### src/rtl/mwfs_pkg.sv
// Shared types, constants and tables for the multipole wire field block.
// Used by mwfs_alu, mwfs_mul and multipole_wire_field_sum. No dependencies.
package mwfs_pkg;

	localparam int FRAC_BITS    = 16;
	localparam int MAX_ORDER    = 6;
	localparam int TABLE_ORDERS = 6;
	localparam int LIM_ORDER    = (MAX_ORDER < TABLE_ORDERS) ? MAX_ORDER : TABLE_ORDERS;

	localparam int POS_W  = 40;  // position, offset and sum width
	localparam int LEN_W  = 41;  // vector length width
	localparam int NUM_W  = 56;  // divider numerator / quotient width
	localparam int UNIT_W = 18;  // unit vector component width
	localparam int RCP_W  = 31;  // reciprocal width

	localparam logic [LEN_W-1:0] LIMIT_Q = LEN_W'(6 * (1 << FRAC_BITS));
	localparam logic [31:0]      TENTH_Q = 32'(((1 << FRAC_BITS) + 5) / 10);
	localparam logic [RCP_W-1:0] RCP_ONE = RCP_W'(1 << FRAC_BITS);
	localparam logic [RCP_W-1:0] RCP_MAX = {RCP_W{1'b1}};

	typedef enum logic [1:0] {
		CFG_POLE_PAIRS = 2'd0,
		CFG_TIP_RADIUS = 2'd1,
		CFG_NORMALISE  = 2'd2,
		CFG_INVERT     = 2'd3
	} cfg_idx_t;

	typedef enum logic {
		ALU_DIV  = 1'b0,
		ALU_SQRT = 1'b1
	} alu_op_t;

	typedef struct packed {
		logic             start;
		alu_op_t          op;
		logic [63:0]      num;
		logic [LEN_W-1:0] den;
	} alu_req_t;

	typedef struct packed {
		logic        busy;
		logic        done;
		logic [63:0] res;
	} alu_rsp_t;

	typedef enum logic [4:0] {
		ST_IDLE, ST_W_X, ST_W_Y, ST_W_D, ST_W_CHK, ST_W_PUSH, ST_W_D2, ST_W_RCP,
		ST_W_RCPW, ST_W_UNIT, ST_W_VX, ST_W_VY, ST_W_ACC,
		ST_F_CHK, ST_F_UNIT, ST_F_TX, ST_F_TY, ST_F_TW, ST_F_SAT, ST_F_NX, ST_F_NY,
		ST_F_NW, ST_F_OUT,
		ST_L_ABS, ST_L_NORM, ST_L_SQB, ST_L_SUM, ST_L_ROOT,
		ST_U_X, ST_U_XW, ST_U_YW
	} state_t;

	// cos(3k deg) in Q16, k = 0..30
	localparam logic [16:0] COS_TAB [0:30] = '{
		17'd65536, 17'd65446, 17'd65177, 17'd64729, 17'd64104, 17'd63303,
		17'd62328, 17'd61183, 17'd59870, 17'd58393, 17'd56756, 17'd54963,
		17'd53020, 17'd50931, 17'd48703, 17'd46341, 17'd43852, 17'd41243,
		17'd38521, 17'd35693, 17'd32768, 17'd29753, 17'd26656, 17'd23486,
		17'd20252, 17'd16962, 17'd13626, 17'd10252, 17'd6850,  17'd3430,
		17'd0
	};

	// cosine of 3k degrees, k in 0..119
	function automatic logic signed [17:0] cos_step(input logic [6:0] k);
		logic [1:0]  q;
		logic [6:0]  r;
		logic [16:0] v;
		if (k < 7'd30) q = 2'd0;
		else if (k < 7'd60) q = 2'd1;
		else if (k < 7'd90) q = 2'd2;
		else q = 2'd3;
		r = k - 7'(q) * 7'd30;
		if (q == 2'd0 || q == 2'd2) v = COS_TAB[r[4:0]];
		else v = COS_TAB[5'(7'd30 - r)];
		if (q == 2'd1 || q == 2'd2) return -$signed({1'b0, v});
		return $signed({1'b0, v});
	endfunction

	// angular step in 3 degree units for the clamped order
	function automatic logic [6:0] step_of(input logic [2:0] n);
		logic [2:0] ne;
		ne = (n == 3'd0) ? 3'd1 : ((n > 3'(LIM_ORDER)) ? 3'(LIM_ORDER) : n);
		unique case (ne)
			3'd1:    return 7'd60;
			3'd2:    return 7'd30;
			3'd3:    return 7'd20;
			3'd4:    return 7'd15;
			3'd5:    return 7'd12;
			default: return 7'd10;
		endcase
	endfunction

	function automatic logic signed [31:0] sat32(input logic signed [63:0] v);
		if (v > 64'sd2147483647) return 32'sh7fffffff;
		if (v < -64'sd2147483648) return 32'sh80000000;
		return v[31:0];
	endfunction

	function automatic logic [POS_W-1:0] mag40(input logic signed [POS_W-1:0] v);
		return v[POS_W-1] ? POS_W'(-v) : POS_W'(v);
	endfunction

endpackage

### src/rtl/mwfs_mul.sv
// Registered 32x32 unsigned multiplier.
// Depends on mwfs_pkg only for the import convention.
module mwfs_mul import mwfs_pkg::*; (
	input  logic        clk,
	input  logic [31:0] a,
	input  logic [31:0] b,
	output logic [63:0] p
);

	logic [63:0] p_q;

	always_ff @(posedge clk) begin
		p_q <= 64'(a) * 64'(b);
	end

	assign p = p_q;

endmodule

### config.mk
export PLATFORM = sky130hd
export DESIGN_NAME = mwfs_mul
export DESIGN_NICKNAME = d
export VERILOG_FILES = /design/src/rtl/mwfs_pkg.sv /design/src/rtl/mwfs_mul.sv
export SDC_FILE = /design/constraint.sdc
export NUM_CORES = 2
export LEC_CHECK = 0
export ABC_CLOCK_PERIOD_IN_PS = 19200
export BUFFER_PORTS_ARGS = -buffer_cell sky130_fd_sc_hd__clkbuf_2
export CAP_MARGIN = 20
export CELL_PAD_IN_SITES_DETAIL_PLACEMENT = 1
export CELL_PAD_IN_SITES_GLOBAL_PLACEMENT = 1
export CORE_UTILIZATION = 30
export CTS_CLUSTER_DIAMETER = 100
export CTS_CLUSTER_SIZE = 14
export DETAILED_ROUTE_END_ITERATION = 7
export GPL_ROUTABILITY_DRIVEN = 0
export MAX_ROUTING_LAYER = met4
export PLACE_DENSITY_LB_ADDON = 0.1
export SLEW_MARGIN = 20
export SYNTH_ARGS = -nofsm -noshare
export SYNTH_HDL_FRONTEND = slang
export SYNTH_SLANG_ARGS = --single-unit
### constraint.sdc
create_clock -name clk -period 19.2 [get_ports clk]
set_clock_uncertainty 0.1 [all_clocks]
set_input_delay 1.92 -clock clk [delete_from_list [all_inputs] [get_ports clk]]
set_output_delay 1.92 -clock clk [all_outputs]
set_load 0.01 [all_outputs]
==> flow_metrics.tcl <==
set metrics [dict create \
    grt_pass1_wl_um 182000 \
    io_pins 129 \
    synth_top_cells_by_area "fa_1 52%, and2_1 11%, ha_1 9.5%, inv_1 9.4%, nand2_1 5.2%" \
    synth-simple-area-share_pct 17.6 \
    synth-main-ff-cell "dfxtp_1" \
    grt-ovfl-total 0 \
    max_slew_margin_pct 25.0 \
    synth_enable_flop_cells 0 \
    synthMuxAreaShare_pct 0.0289 \
    clock_path_buffers 2 \
    path_buf_inv 5 \
    critPathTopFamily "adder cells" \
    cts-htree-levels 3 \
    min_path_cells 3 \
    synth_xor_area_share_pct 1.52 \
    end_kind "register" \
    grt_usage_pct 21.6 \
    timing.fmax_mhz 99.7 \
    dp_hpwl_um 91800 \
    synth_top_family_by_area "adder cells" \
    synth_nets 4972 \
    portBuffers 128 \
    setup-violations-final 0 \
    synthArstFlopShare_pct 0 \
    syn_inst 3748 \
    crit_top_cell "fa_1" \
    wl_per_cell_um 22.4 \
    hold_viol 0 \
    worstHoldStart "b[0]" \
    initial_core_util_pct 30.3 \
    antenna_found_initial 8 \
    dieArea_sq_um 117000 \
    num_rows 124 \
    synth_area_leader_cell "fa_1" \
    hold_class "input port to register" \
    crit_fanout 32 \
    vias 24300 \
    synth_top_area_share_pct 51.7 \
    grt_max_degree 33 \
    synthesis.area_sq_um 34700 \
    grt_pass1_vias 28300 \
    ys.warnings.count 0 \
    nNetsFinal 4927 \
    crit_chain "clkbuf_2 -> and2_1 -> fa_1 -> inv_1 -> fa_1 -> inv_1 -> fa_1 -> fa_1 -> fa_1 -> fa_1 -> fa_1 -> inv_1 -> fa_1 -> inv_1 -> ha_1 -> nand4_1 -> or4_1 -> or3_1 -> a31oi_1 -> a31o_2 -> a211oi_1 -> o21ai_1 -> xor2_1" \
    cp_slowest_cell "a31oi_1" \
    critical_path_class "input port to register" \
    finalSetupTns_ns 0 \
    post-route-period-util_pct 52.2 \
    cp.required_ns 19.39 \
    postCtsSetupBuffers 0 \
    drt-initial-drc-count 923 \
    clock-sinks 64 \
    ant_nets 0 \
    synthDistinctLibCells 57 \
    cts_tree "done" \
    die_w_um 342 \
    violations "design-rule violations" \
    synth_compound_area_share_pct 4.15 \
    synth-seq-cells 64 \
    synth_area_per_cell_sq_um 9.25 \
    largest_reg_flops 64 \
    slew_violations 0 \
    die-height_um 342 \
    max_cap_violations 0 \
    wl_um 117000 \
    crit_arrival_ns 10.22 \
    cp-start-kind "input port" \
    post-route-min-period_ns 10.03 \
    critPathMaxStageDelay_ns 0.65 \
    drt_first_pass_iters 6 \
    area_growth_pct 6.61 \
    synth.yosys.seq_area_share_pct 3.69 \
    coreArea_sq_um 115000 \
    drc 40 \
    ctsRootBufferMaster "clkbuf_16" \
    cts_made_buffers 9 \
    rsz0062_at_grt "false" \
    hold_end "p[0]$_DFF_P_" \
    clk_pin_slew_ns 0.08 \
    ctsHoldBuffers 0 \
    drive_gt1_share_pct 5.31 \
    via_per_inst 4.65 \
    status "finished with violations" \
    tightest_slew_ns 1.12 \
    synth_fa_ha_area_share_pct 61.2 \
    cts_resized 0 \
]
-- area by class of cell --
| class | count | area [sq um] |
|---|---|---|
| inverter | 865 | 3250 |
| timing repair buffer | 164 | 911 |
| antenna | 5 | 12.5 |
| fill | 13200 | 77500 |
| clock buffer | 9 | 225 |
| multi-input combinational | 2599 | 29300 |
| clock inverter | 7 | 83.8 |
| tap | 1512 | 1890 |
| sequential | 64 | 1280 |
-- metrics by stage --
stage	instances	utilization, %	cell area (sq um)	hold slack (ns)	worst slack, ns
2_1_floorplan	3748	-	34700	1.95	10.43
3_3_place_gp	5204	32.0	36600	2.21	8.95
3_5_place_dp	5204	32.0	36600	2.21	8.91
4_1_cts	5220	32.3	37000	2.06	9.29
5_1_grt	5220	32.3	37000	2.07	8.93
6_report	5225	32.3	37000	2.08	9.17
-- synthesized netlist by cell type, drive strengths merged, types with 4 or more instances --
| cell | instances |
|---|---|
| ha | 263 |
| a221oi | 4 |
| and2 | 602 |
| a221o | 4 |
| nand4 | 23 |
| o21ai | 26 |
| and3 | 14 |
| nor3 | 7 |
| buf | 7 |
| o21a | 9 |
| xnor2 | 35 |
| a21oi | 66 |
| o31ai | 5 |
| nand2 | 480 |
| clkbuf | 213 |
| a31oi | 12 |
| fa | 896 |
| nor2 | 20 |
| inv | 865 |
| dfxtp | 64 |
| a21o | 40 |
| nand3 | 10 |
| o21bai | 11 |
| xor2 | 25 |
-- cells in the final DEF, fill, tap and decap left out, drive strengths merged, types with 3 or more instances in the layout --
cell type,netlist,routed
fa,896,896
inv,865,869
and2,602,602
nand2,480,480
ha,263,263
clkbuf,213,137
a21oi,66,66
dfxtp,64,64
a21o,40,40
buf,7,36
xnor2,35,35
o21ai,26,26
xor2,25,25
nand4,23,23
nor2,20,20
and3,14,14
a31oi,12,12
o21bai,11,11
nand3,10,10
o21a,9,9
nor3,7,7
diode,0,5
o31ai,5,5
a221o,4,4
a221oi,4,4
a211oi,3,3
or3,3,3
o221ai,3,3
or2,3,3
or4,3,3
and4,3,3
a21boi,3,3
-- cells by family after synthesis --
kind of cell / after synthesis
xor gates and xnor gates: 60
buffers and inverters: 1085
DFF: 64
and+or+nand+nor: 1177
AOI/OAI and AO/OA: 202
muxes: 1
adders and majority gates: 1159
-- how the worst max path moves through the flow --
stage                     start       endpoint  slack (ns)  depth (start not counted)
after floorplan           a[25]  p[62]$_DFF_P_       10.43                         25
after global placement     b[8]  p[62]$_DFF_P_        8.95                         24
after detailed placement  a[17]  p[62]$_DFF_P_        8.91                         21
after CTS                 a[17]  p[62]$_DFF_P_        9.29                         21
after global routing       b[8]  p[62]$_DFF_P_        8.93                         24
final                     a[16]  p[62]$_DFF_P_        9.17                         23
-- tightest hold or removal path, delay by kind of cell --
| kind | cells | cell delay [ns] |
|---|---|---|
| and+or+nand+nor | 1 | 0.22 |
| buffers and inverters | 2 | 0.35 |
-- layer usage --
metal | GRT usage [%] | up-vias | routed length [um]
met2 | 40.5 | 269 | 65100
met4 | 2.27 | 0 | 1190
met1 | 26.0 | 13200 | 48800
li1 | - | 10700 | -
met3 | 1.27 | 62 | 1940
met5 | - | - | 0
Power is left out: the tool's default activity adds up to more than one toggle a clock period on the data nets, which glitch-free logic cannot reach.
