[config.mk]
export PLATFORM = sky130hd
export DESIGN_NAME = mwfs_alu
export DESIGN_NICKNAME = d
export VERILOG_FILES = /design/src/rtl/mwfs_pkg.sv /design/src/rtl/mwfs_alu.sv
export SDC_FILE = /design/constraint.sdc
export NUM_CORES = 1
export LEC_CHECK = 0
export BUFFER_PORTS_ARGS = -buffer_cell sky130_fd_sc_hd__buf_2
export CAP_MARGIN = 15
export CORE_MARGIN = 4
export CORE_UTILIZATION = 35
export DETAILED_ROUTE_END_ITERATION = 12
export PLACE_DENSITY = 0.56
export SLEW_MARGIN = 20
export SYNTH_ARGS = -nofsm -noshare
export SYNTH_HDL_FRONTEND = slang
export SYNTH_SLANG_ARGS = --single-unit
[constraint.sdc]
create_clock -name clk -period 19.9 [get_ports clk]
set_input_delay 3.98 -clock clk [delete_from_list [all_inputs] [get_ports clk]]
set_output_delay 3.98 -clock clk [all_outputs]
set_load 0.01 [all_outputs]
[src/rtl/mwfs_pkg.sv]
// Shared types, constants and tables for the multipole wire field block.
// Used by mwfs_alu, mwfs_mul and multipole_wire_field_sum. No dependencies.
package mwfs_pkg;

	localparam int FRAC_BITS    = 16;
	localparam int MAX_ORDER    = 6;
	localparam int TABLE_ORDERS = 6;
	localparam int LIM_ORDER    = (MAX_ORDER < TABLE_ORDERS) ? MAX_ORDER : TABLE_ORDERS;

	localparam int POS_W  = 40;  // position, offset and sum width
	localparam int LEN_W  = 41;  // vector length width
	localparam int NUM_W  = 56;  // divider numerator / quotient width
	localparam int UNIT_W = 18;  // unit vector component width
	localparam int RCP_W  = 31;  // reciprocal width

	localparam logic [LEN_W-1:0] LIMIT_Q = LEN_W'(6 * (1 << FRAC_BITS));
	localparam logic [31:0]      TENTH_Q = 32'(((1 << FRAC_BITS) + 5) / 10);
	localparam logic [RCP_W-1:0] RCP_ONE = RCP_W'(1 << FRAC_BITS);
	localparam logic [RCP_W-1:0] RCP_MAX = {RCP_W{1'b1}};

	typedef enum logic [1:0] {
		CFG_POLE_PAIRS = 2'd0,
		CFG_TIP_RADIUS = 2'd1,
		CFG_NORMALISE  = 2'd2,
		CFG_INVERT     = 2'd3
	} cfg_idx_t;

	typedef enum logic {
		ALU_DIV  = 1'b0,
		ALU_SQRT = 1'b1
	} alu_op_t;

	typedef struct packed {
		logic             start;
		alu_op_t          op;
		logic [63:0]      num;
		logic [LEN_W-1:0] den;
	} alu_req_t;

	typedef struct packed {
		logic        busy;
		logic        done;
		logic [63:0] res;
	} alu_rsp_t;

	typedef enum logic [4:0] {
		ST_IDLE, ST_W_X, ST_W_Y, ST_W_D, ST_W_CHK, ST_W_PUSH, ST_W_D2, ST_W_RCP,
		ST_W_RCPW, ST_W_UNIT, ST_W_VX, ST_W_VY, ST_W_ACC,
		ST_F_CHK, ST_F_UNIT, ST_F_TX, ST_F_TY, ST_F_TW, ST_F_SAT, ST_F_NX, ST_F_NY,
		ST_F_NW, ST_F_OUT,
		ST_L_ABS, ST_L_NORM, ST_L_SQB, ST_L_SUM, ST_L_ROOT,
		ST_U_X, ST_U_XW, ST_U_YW
	} state_t;

	// cos(3k deg) in Q16, k = 0..30
	localparam logic [16:0] COS_TAB [0:30] = '{
		17'd65536, 17'd65446, 17'd65177, 17'd64729, 17'd64104, 17'd63303,
		17'd62328, 17'd61183, 17'd59870, 17'd58393, 17'd56756, 17'd54963,
		17'd53020, 17'd50931, 17'd48703, 17'd46341, 17'd43852, 17'd41243,
		17'd38521, 17'd35693, 17'd32768, 17'd29753, 17'd26656, 17'd23486,
		17'd20252, 17'd16962, 17'd13626, 17'd10252, 17'd6850,  17'd3430,
		17'd0
	};

	// cosine of 3k degrees, k in 0..119
	function automatic logic signed [17:0] cos_step(input logic [6:0] k);
		logic [1:0]  q;
		logic [6:0]  r;
		logic [16:0] v;
		if (k < 7'd30) q = 2'd0;
		else if (k < 7'd60) q = 2'd1;
		else if (k < 7'd90) q = 2'd2;
		else q = 2'd3;
		r = k - 7'(q) * 7'd30;
		if (q == 2'd0 || q == 2'd2) v = COS_TAB[r[4:0]];
		else v = COS_TAB[5'(7'd30 - r)];
		if (q == 2'd1 || q == 2'd2) return -$signed({1'b0, v});
		return $signed({1'b0, v});
	endfunction

	// angular step in 3 degree units for the clamped order
	function automatic logic [6:0] step_of(input logic [2:0] n);
		logic [2:0] ne;
		ne = (n == 3'd0) ? 3'd1 : ((n > 3'(LIM_ORDER)) ? 3'(LIM_ORDER) : n);
		unique case (ne)
			3'd1:    return 7'd60;
			3'd2:    return 7'd30;
			3'd3:    return 7'd20;
			3'd4:    return 7'd15;
			3'd5:    return 7'd12;
			default: return 7'd10;
		endcase
	endfunction

	function automatic logic signed [31:0] sat32(input logic signed [63:0] v);
		if (v > 64'sd2147483647) return 32'sh7fffffff;
		if (v < -64'sd2147483648) return 32'sh80000000;
		return v[31:0];
	endfunction

	function automatic logic [POS_W-1:0] mag40(input logic signed [POS_W-1:0] v);
		return v[POS_W-1] ? POS_W'(-v) : POS_W'(v);
	endfunction

endpackage

[src/rtl/mwfs_alu.sv]
// Iterative divide / square root unit, one bit per cycle.
// Depends on mwfs_pkg (alu_req_t, alu_rsp_t, widths).
module mwfs_alu import mwfs_pkg::*; (
	input  logic     clk,
	input  logic     arst_n,
	input  alu_req_t req,
	output alu_rsp_t rsp
);

	logic             busy_q, done_q;
	alu_op_t          op_q;
	logic [5:0]       cnt_q;
	logic [63:0]      acc_q, res_q, bit_q;
	logic [LEN_W:0]   rem_q;
	logic [LEN_W-1:0] den_q;

	logic [LEN_W:0] rem_sh;
	logic           div_ge, sq_ge;
	logic [63:0]    trial;

	assign rem_sh = {rem_q[LEN_W-1:0], acc_q[NUM_W-1]};
	assign div_ge = rem_sh >= {1'b0, den_q};
	assign trial  = res_q + bit_q;
	assign sq_ge  = acc_q >= trial;

	always_ff @(posedge clk or negedge arst_n) begin
		if (!arst_n) begin
			busy_q <= 1'b0;
			done_q <= 1'b0;
			cnt_q  <= '0;
			op_q   <= ALU_DIV;
		end else begin
			done_q <= 1'b0;
			if (!busy_q) begin
				if (req.start) begin
					busy_q <= 1'b1;
					op_q   <= req.op;
					cnt_q  <= (req.op == ALU_DIV) ? 6'(NUM_W - 1) : 6'd31;
				end
			end else begin
				cnt_q <= cnt_q - 6'd1;
				if (cnt_q == 6'd0) begin
					busy_q <= 1'b0;
					done_q <= 1'b1;
				end
			end
		end
	end

	always_ff @(posedge clk) begin
		if (!busy_q) begin
			if (req.start) begin
				acc_q <= req.num;
				rem_q <= '0;
				den_q <= req.den;
				res_q <= '0;
				bit_q <= 64'd1 << 62;
			end
		end else begin
			unique case (op_q)
				ALU_DIV: begin
					rem_q <= div_ge ? rem_sh - {1'b0, den_q} : rem_sh;
					acc_q <= {acc_q[62:0], div_ge};
				end
				ALU_SQRT: begin
					if (sq_ge) begin
						acc_q <= acc_q - trial;
						res_q <= (res_q >> 1) + bit_q;
					end else begin
						res_q <= res_q >> 1;
					end
					bit_q <= bit_q >> 2;
				end
			endcase
		end
	end

	assign rsp.busy = busy_q;
	assign rsp.done = done_q;
	assign rsp.res  = (op_q == ALU_DIV) ? 64'(acc_q[NUM_W-1:0]) : res_q;

endmodule

==> results of run 1 <==
-- area by class of cell --
| cell class | instances | share of cell area, % |
|---|---|---|
| clock buffer | 45 | 3.71 |
| clock inverter | 15 | 0.594 |
| inverter | 91 | 1.40 |
| multi-input combinational | 2015 | 55.7 |
| sequential | 251 | 30.4 |
| tap | 837 | 4.25 |
| timing repair buffer | 185 | 3.92 |
-- stage by stage --
stage	instances	utilization, %	area, um2	hold WS (ps)
2_1_floorplan	2478	-	22000	466
3_3_place_gp	3378	38.0	23600	494
3_5_place_dp	3378	38.0	23600	502
4_1_cts	3438	39.7	24600	514
5_1_grt	3439	39.8	24600	547
6_report	3439	39.8	24600	507
-- flip-flops by register name (all words and copies together) (netlist names) --
| signal | cells |
|---|---|
| acc_q | 64 |
| res_q | 64 |
| den_q | 41 |
| rem_q | 41 |
| bit_q | 32 |
| cnt_q | 6 |
| busy_q | 1 |
| done_q | 1 |
| op_q | 1 |
-- cells in the mapped netlist (all sizes together), types with 4 or more instances --
cell	instances	area share [%]
o22ai	5	0.14
a211o	7	0.28
or3	17	0.48
nor2b	27	0.77
and4	4	0.16
a311oi	4	0.16
o2111ai	4	0.16
a21boi	14	0.48
and2	54	1.5
o31a	5	0.24
nand2b	26	0.74
a31o	17	0.68
o31ai	19	0.67
or2	8	0.23
clkbuf	95	1.6
nand3b	9	0.31
nor3	35	0.82
ha	172	9.8
o21ba	7	0.32
mux2	46	2.4
a2111oi	4	0.16
mux2i	79	3.6
nand4	47	1.3
nor4	10	0.28
a221oi	9	0.36
buf	26	0.63
inv	91	1.6
dfrtp	9	1.0
o21a	15	0.51
edfxtp	242	33
a211oi	47	1.7
nand3	46	1.1
a31oi	83	2.4
nor3b	4	0.14
a41oi	5	0.23
xor2	99	3.9
a21o	83	2.8
nor2	251	4.3
o21ai	145	3.3
a21oi	195	4.6
o211ai	10	0.36
o21bai	27	0.97
nand2	224	3.8
and3	18	0.51
xnor2	103	4.1
-- cell families (layout without fill, tap and decap cells) --
| family | Yosys count | in the layout | share of synthesized area [%] |
|---|---|---|---|
| fa+ha+maj | 174 | 174 | 9.95 |
| simple gates | 785 | 785 | 16.6 |
| compound gates | 729 | 729 | 21.6 |
| flops | 251 | 251 | 34.0 |
| buf+inv | 212 | 336 | 3.81 |
| mux | 125 | 125 | 5.94 |
| xor+xnor | 202 | 202 | 8.03 |
-- final timing paths --
path                       startpoint        end  cells past startpoint
max reg2reg                  res_q[0]  res_q[23]                     21
max                          res_q[0]  res_q[23]                     21
min                          cnt_q[5]     done_q                      1
min in group asynchronous      arst_n   cnt_q[4]                      1
min reg2reg                  cnt_q[5]     done_q                      1
max in group asynchronous      arst_n       op_q                      1
-- per-layer routing --
layer / vias to the layer above / routed length, um / track usage, %
li1: 9379 / - / -
met1: 9184 / 30600 / 26.5
met2: 565 / 31800 / 32.6
met3: 81 / 3750 / 3.02
met4: 2 / 1400 / 4.57
met5: - / 13 / 0
==> impl_metrics.toml, run 1 <==
[timing]
worstMarginPinSlew_ps = 1080
setup_ws_ps = 13270
fin_skew_ps = 36.9
hold_viol = 0
slew_headroom_pct = 26.4
max_freq_mhz = 151
fin_crit_ps = 6630
rsz0062_at_grt = "false"
drv_slew = 0
setup_viol = 0
period_share_pct = 33.3
fin_setup_tns_ps = 0

[grt]
grt_pass1_wl_um = 106000
track_usage_pct = 19.5
grt_pass1_vias = 18800
grt_max_degree = 79
antenna_found_initial = 2
grt_overflow = 0

[routing]
wl_per_cell_um = 19.7
drc = 0
drt-vias-per-instance = 5.59
ant_nets = 0
wl_um = 67600
vias = 19200
drtIter0Drc = 1521
dr.pass1.iters = 6

[layout]
multi_input_area_mm2 = 0.0137
drive_gt1_share_pct = 12.6
layout.nets = 2861
synthToLayoutAreaGrowth_pct = 11.9
layout_commonest_cell = "nor2_1"
regArea_mm2 = 0.00750
antennaDiodeCount = 0
fillers = 6316
final_cell_mix = "nor2_1 (251), edfxtp_1 (242), nand2_1 (223)"

[synthesis]
yosys_warnings = 0
synth.ff_latch_count = 251
synth_nets = 2761
yosys_most_used_dff = "edfxtp_1"
synth_area_mm2 = 0.0220
synth_seq_area_share_pct = 34.0
ys_types = 82
synthCells = 2478
synth_edf_count = 242
syn_avg_cell_area_um2 = 8.89
async_flop_share_pct = 3.59

[setup_path]
crit_slowest_cell = "nor4_1"
crit_buf_inv = 1
crit_fanout = 78
max_stage_delay_ps = 780
arrival_ps = 6890
r2r_slack_ps = 13270
end_kind = "flip-flop"
worst_setup_path_start_kind = "flip-flop"
cp_common_cell = "ha_1"
path_delay_family = "compound AO/OA/AOI/OAI gates"
crit_chain = "ha_1 -> ha_1 -> a21o_1 -> a311oi_1 -> nor3_1 -> o21bai_1 -> nor3_1 -> o21ai_0 -> nor2b_1 -> nor2b_1 -> xnor2_1 -> ha_1 -> nand4_1 -> nor4_1 -> a31oi_1 -> o2111a_1 -> o21ai_4 -> buf_4 -> o21ai_0 -> xor2_1 -> nor2_1"
crit_type = "flip-flop to flip-flop"
cp.required_ps = 20160

[cts]
ctsLongestPathBuffers = 3
clk_pin_slew_worst_paths_ps = 60
cts_root_buf = "clkbuf_16"
cts_tree = "done"
numCtsBuffers = 34
postCtsSetupRepairBufs = 0
cts_sinks = 251
h-tree-depth = 2
cts-hold-fix-buffers = 0
clock_latency_ps = 570
cts_resized = 0

[floorplan]
dieArea_mm2 = 0.0670
fp.dieH_um = 259
die_x_um = 259
io_pins = 175
start_util_pct = 35.6
rows = 91
core_mm2 = 0.0619

[flow_run]
cap_violations = 0

[placed_design]
place_ws_ps = 13330
dpl.hpwl_um = 51400
place_congestion = 0.925
numPortBuffers = 174

[status]
status = "complete, no violations"

[hold_path]
hp-class = "flip-flop to flip-flop"
Power of run 1 is left out: the tool's default activity adds up to more than one toggle a clock period on the data nets, which glitch-free logic cannot reach.
==> run 2: changes to the inputs <==
PLACE_DENSITY = 0.58   (was 0.56)
clock period = 5.4 ns   (was 19.9 ns; I/O delays follow)
==> impl_metrics.toml, run 2 (synthesized netlist as in run 1, its figures left out) <==
[cts]
clk_pin_slew_worst_paths_ps = 60
clock_latency_ps = 560
cts_tree = "done"
cts-hold-fix-buffers = 0
h-tree-depth = 2
cts_root_buf = "clkbuf_16"
cts_sinks = 251
ctsLongestPathBuffers = 3
numCtsBuffers = 34

[grt]
grt_pass1_vias = 20300
antenna_found_initial = 2
grt_pass1_wl_um = 112000
track_usage_pct = 20.8
grt_overflow = 0
grt_max_degree = 96

[floorplan]
rows = 91
fp.dieH_um = 259
io_pins = 175
die_x_um = 259
core_mm2 = 0.0619
dieArea_mm2 = 0.0670
start_util_pct = 35.6

[placed_design]
dpl.hpwl_um = 55000
numPortBuffers = 174
place_area_mm2 = 0.0257
place_congestion = 0.900

[routing]
wl_per_cell_um = 19.6
wl_um = 73800
dr.pass1.iters = 5
drtIter0Drc = 1247
drc = 0
vias = 20600
ant_nets = 0
drt-vias-per-instance = 5.49

[setup_path]
worstSetupStartpoint = "bit_q[2]"
r2r-start = "bit_q[2]"
cp.required_ps = 5670
crit_type = "flip-flop to flip-flop"
end_kind = "flip-flop"
r2r_slack_ps = 20
worst_setup_path_start_kind = "flip-flop"
crit_fanout = 6
arrival_ps = 5650

[timing]
rsz0062_at_grt = "true"
max_freq_mhz = 186
worstMarginPinSlew_ps = 1070
period_share_pct = 99.7
setup_viol = 0
hold_viol = 0
fin_crit_ps = 5380
drv_slew = 0
slew_headroom_pct = 27.1
fin_skew_ps = 34.2

[layout]
drive_gt1_share_pct = 26.5
layout.nets = 3182
layout_commonest_cell = "buf_4"
synthToLayoutAreaGrowth_pct = 28.2
fillers = 6123
final_cell_mix = "buf_4 (284), edfxtp_1 (242), nor2_1 (240)"
top_regs = "acc_q x64, res_q x64"
design_area_mm2 = 0.0282

[hold_path]
hp-class = "input port to asynchronous set/reset pin"

[flow_run]
cap_violations = 0

[status]
status = "complete, no violations"
run 2: cell types whose count changed in the layout (fill, tap and decap cells not counted), sizes merged:
cell and change:
clkinvlp +4, clkbuf -3, diode +1, inv -2, clkinv +2, buf +318
bufinv +1
run 2: cell type report:
class	count	area (um2)	share of cell area, %
multi-input combinational	2015	14400	50.9
sequential	251	7500	26.6
timing repair buffer	506	3840	13.6
tap	837	1050	3.71
clock buffer	39	891	3.15
inverter	91	344	1.22
clock inverter	20	236	0.837
antenna	1	2.50	0.00886
run 2: final timing paths:
path / endpoint / cells past startpoint
max reg2reg: res_q[30] / 24
min: cnt_q[0] / 1
min reg2reg: done_q / 1
max in group asynchronous: op_q / 1
max: res_q[30] / 24
min in group clk: done_q / 1
run 2: metal layers:
layer	track usage [%]	wire, um	vias to the layer above
met5	0	9	-
met4	6.61	2360	2
met3	3.02	3750	113
met2	35.7	35200	539
met1	27.2	32400	9952
li1	-	-	10000
run 2: repair_timing:
item / in CTS / in global routing
endpoints found under the hold margin: 0 / 0
buffers inserted: 19 / 23
pin swaps: 43 / 64
setup endpoints to repair: 154 / 155
gates resized for setup: 91 / 123
cloned: 9 / 3
run 2: stage by stage:
| stage | setup slack [ps] | std cells | hold slack, ps | TNS [ps] | util (%) |
|---|---|---|---|---|---|
| after floorplan | 25.9 | 2478 | 466 | 0 | - |
| after CTS | -127 | 3735 | 326 | -9420 | 44.5 |
| after global placement | -430 | 3649 | 485 | -26110 | 41.4 |
| after detailed placement | -552 | 3649 | 502 | -33030 | 41.4 |
| after global routing | -315 | 3759 | 337 | -22930 | 45.6 |
| final | 16.2 | 3760 | 359 | 0 | 45.6 |
run 2: worst max-delay path, stage by stage, from the launching register on:
cell and delay (ps):
edfxtp_1 390, ha_1 310, a21o_1 150, a311oi_2 120, nor3_2 260, o21bai_2 160, o41a_1 350, buf_6 150
o31ai_4 290, buf_4 170, nor2b_4 190, a22oi_2 150, xor2_1 200, ha_1 410, nand4_1 200, nor2_1 180
nand3_1 130, a2111o_1 360, o21ai_4 190, buf_6 140, buf_12 120, buf_16 150, buf_12 110, buf_16 110
a211oi_2 60
Power of run 2 is left out for the same reason.
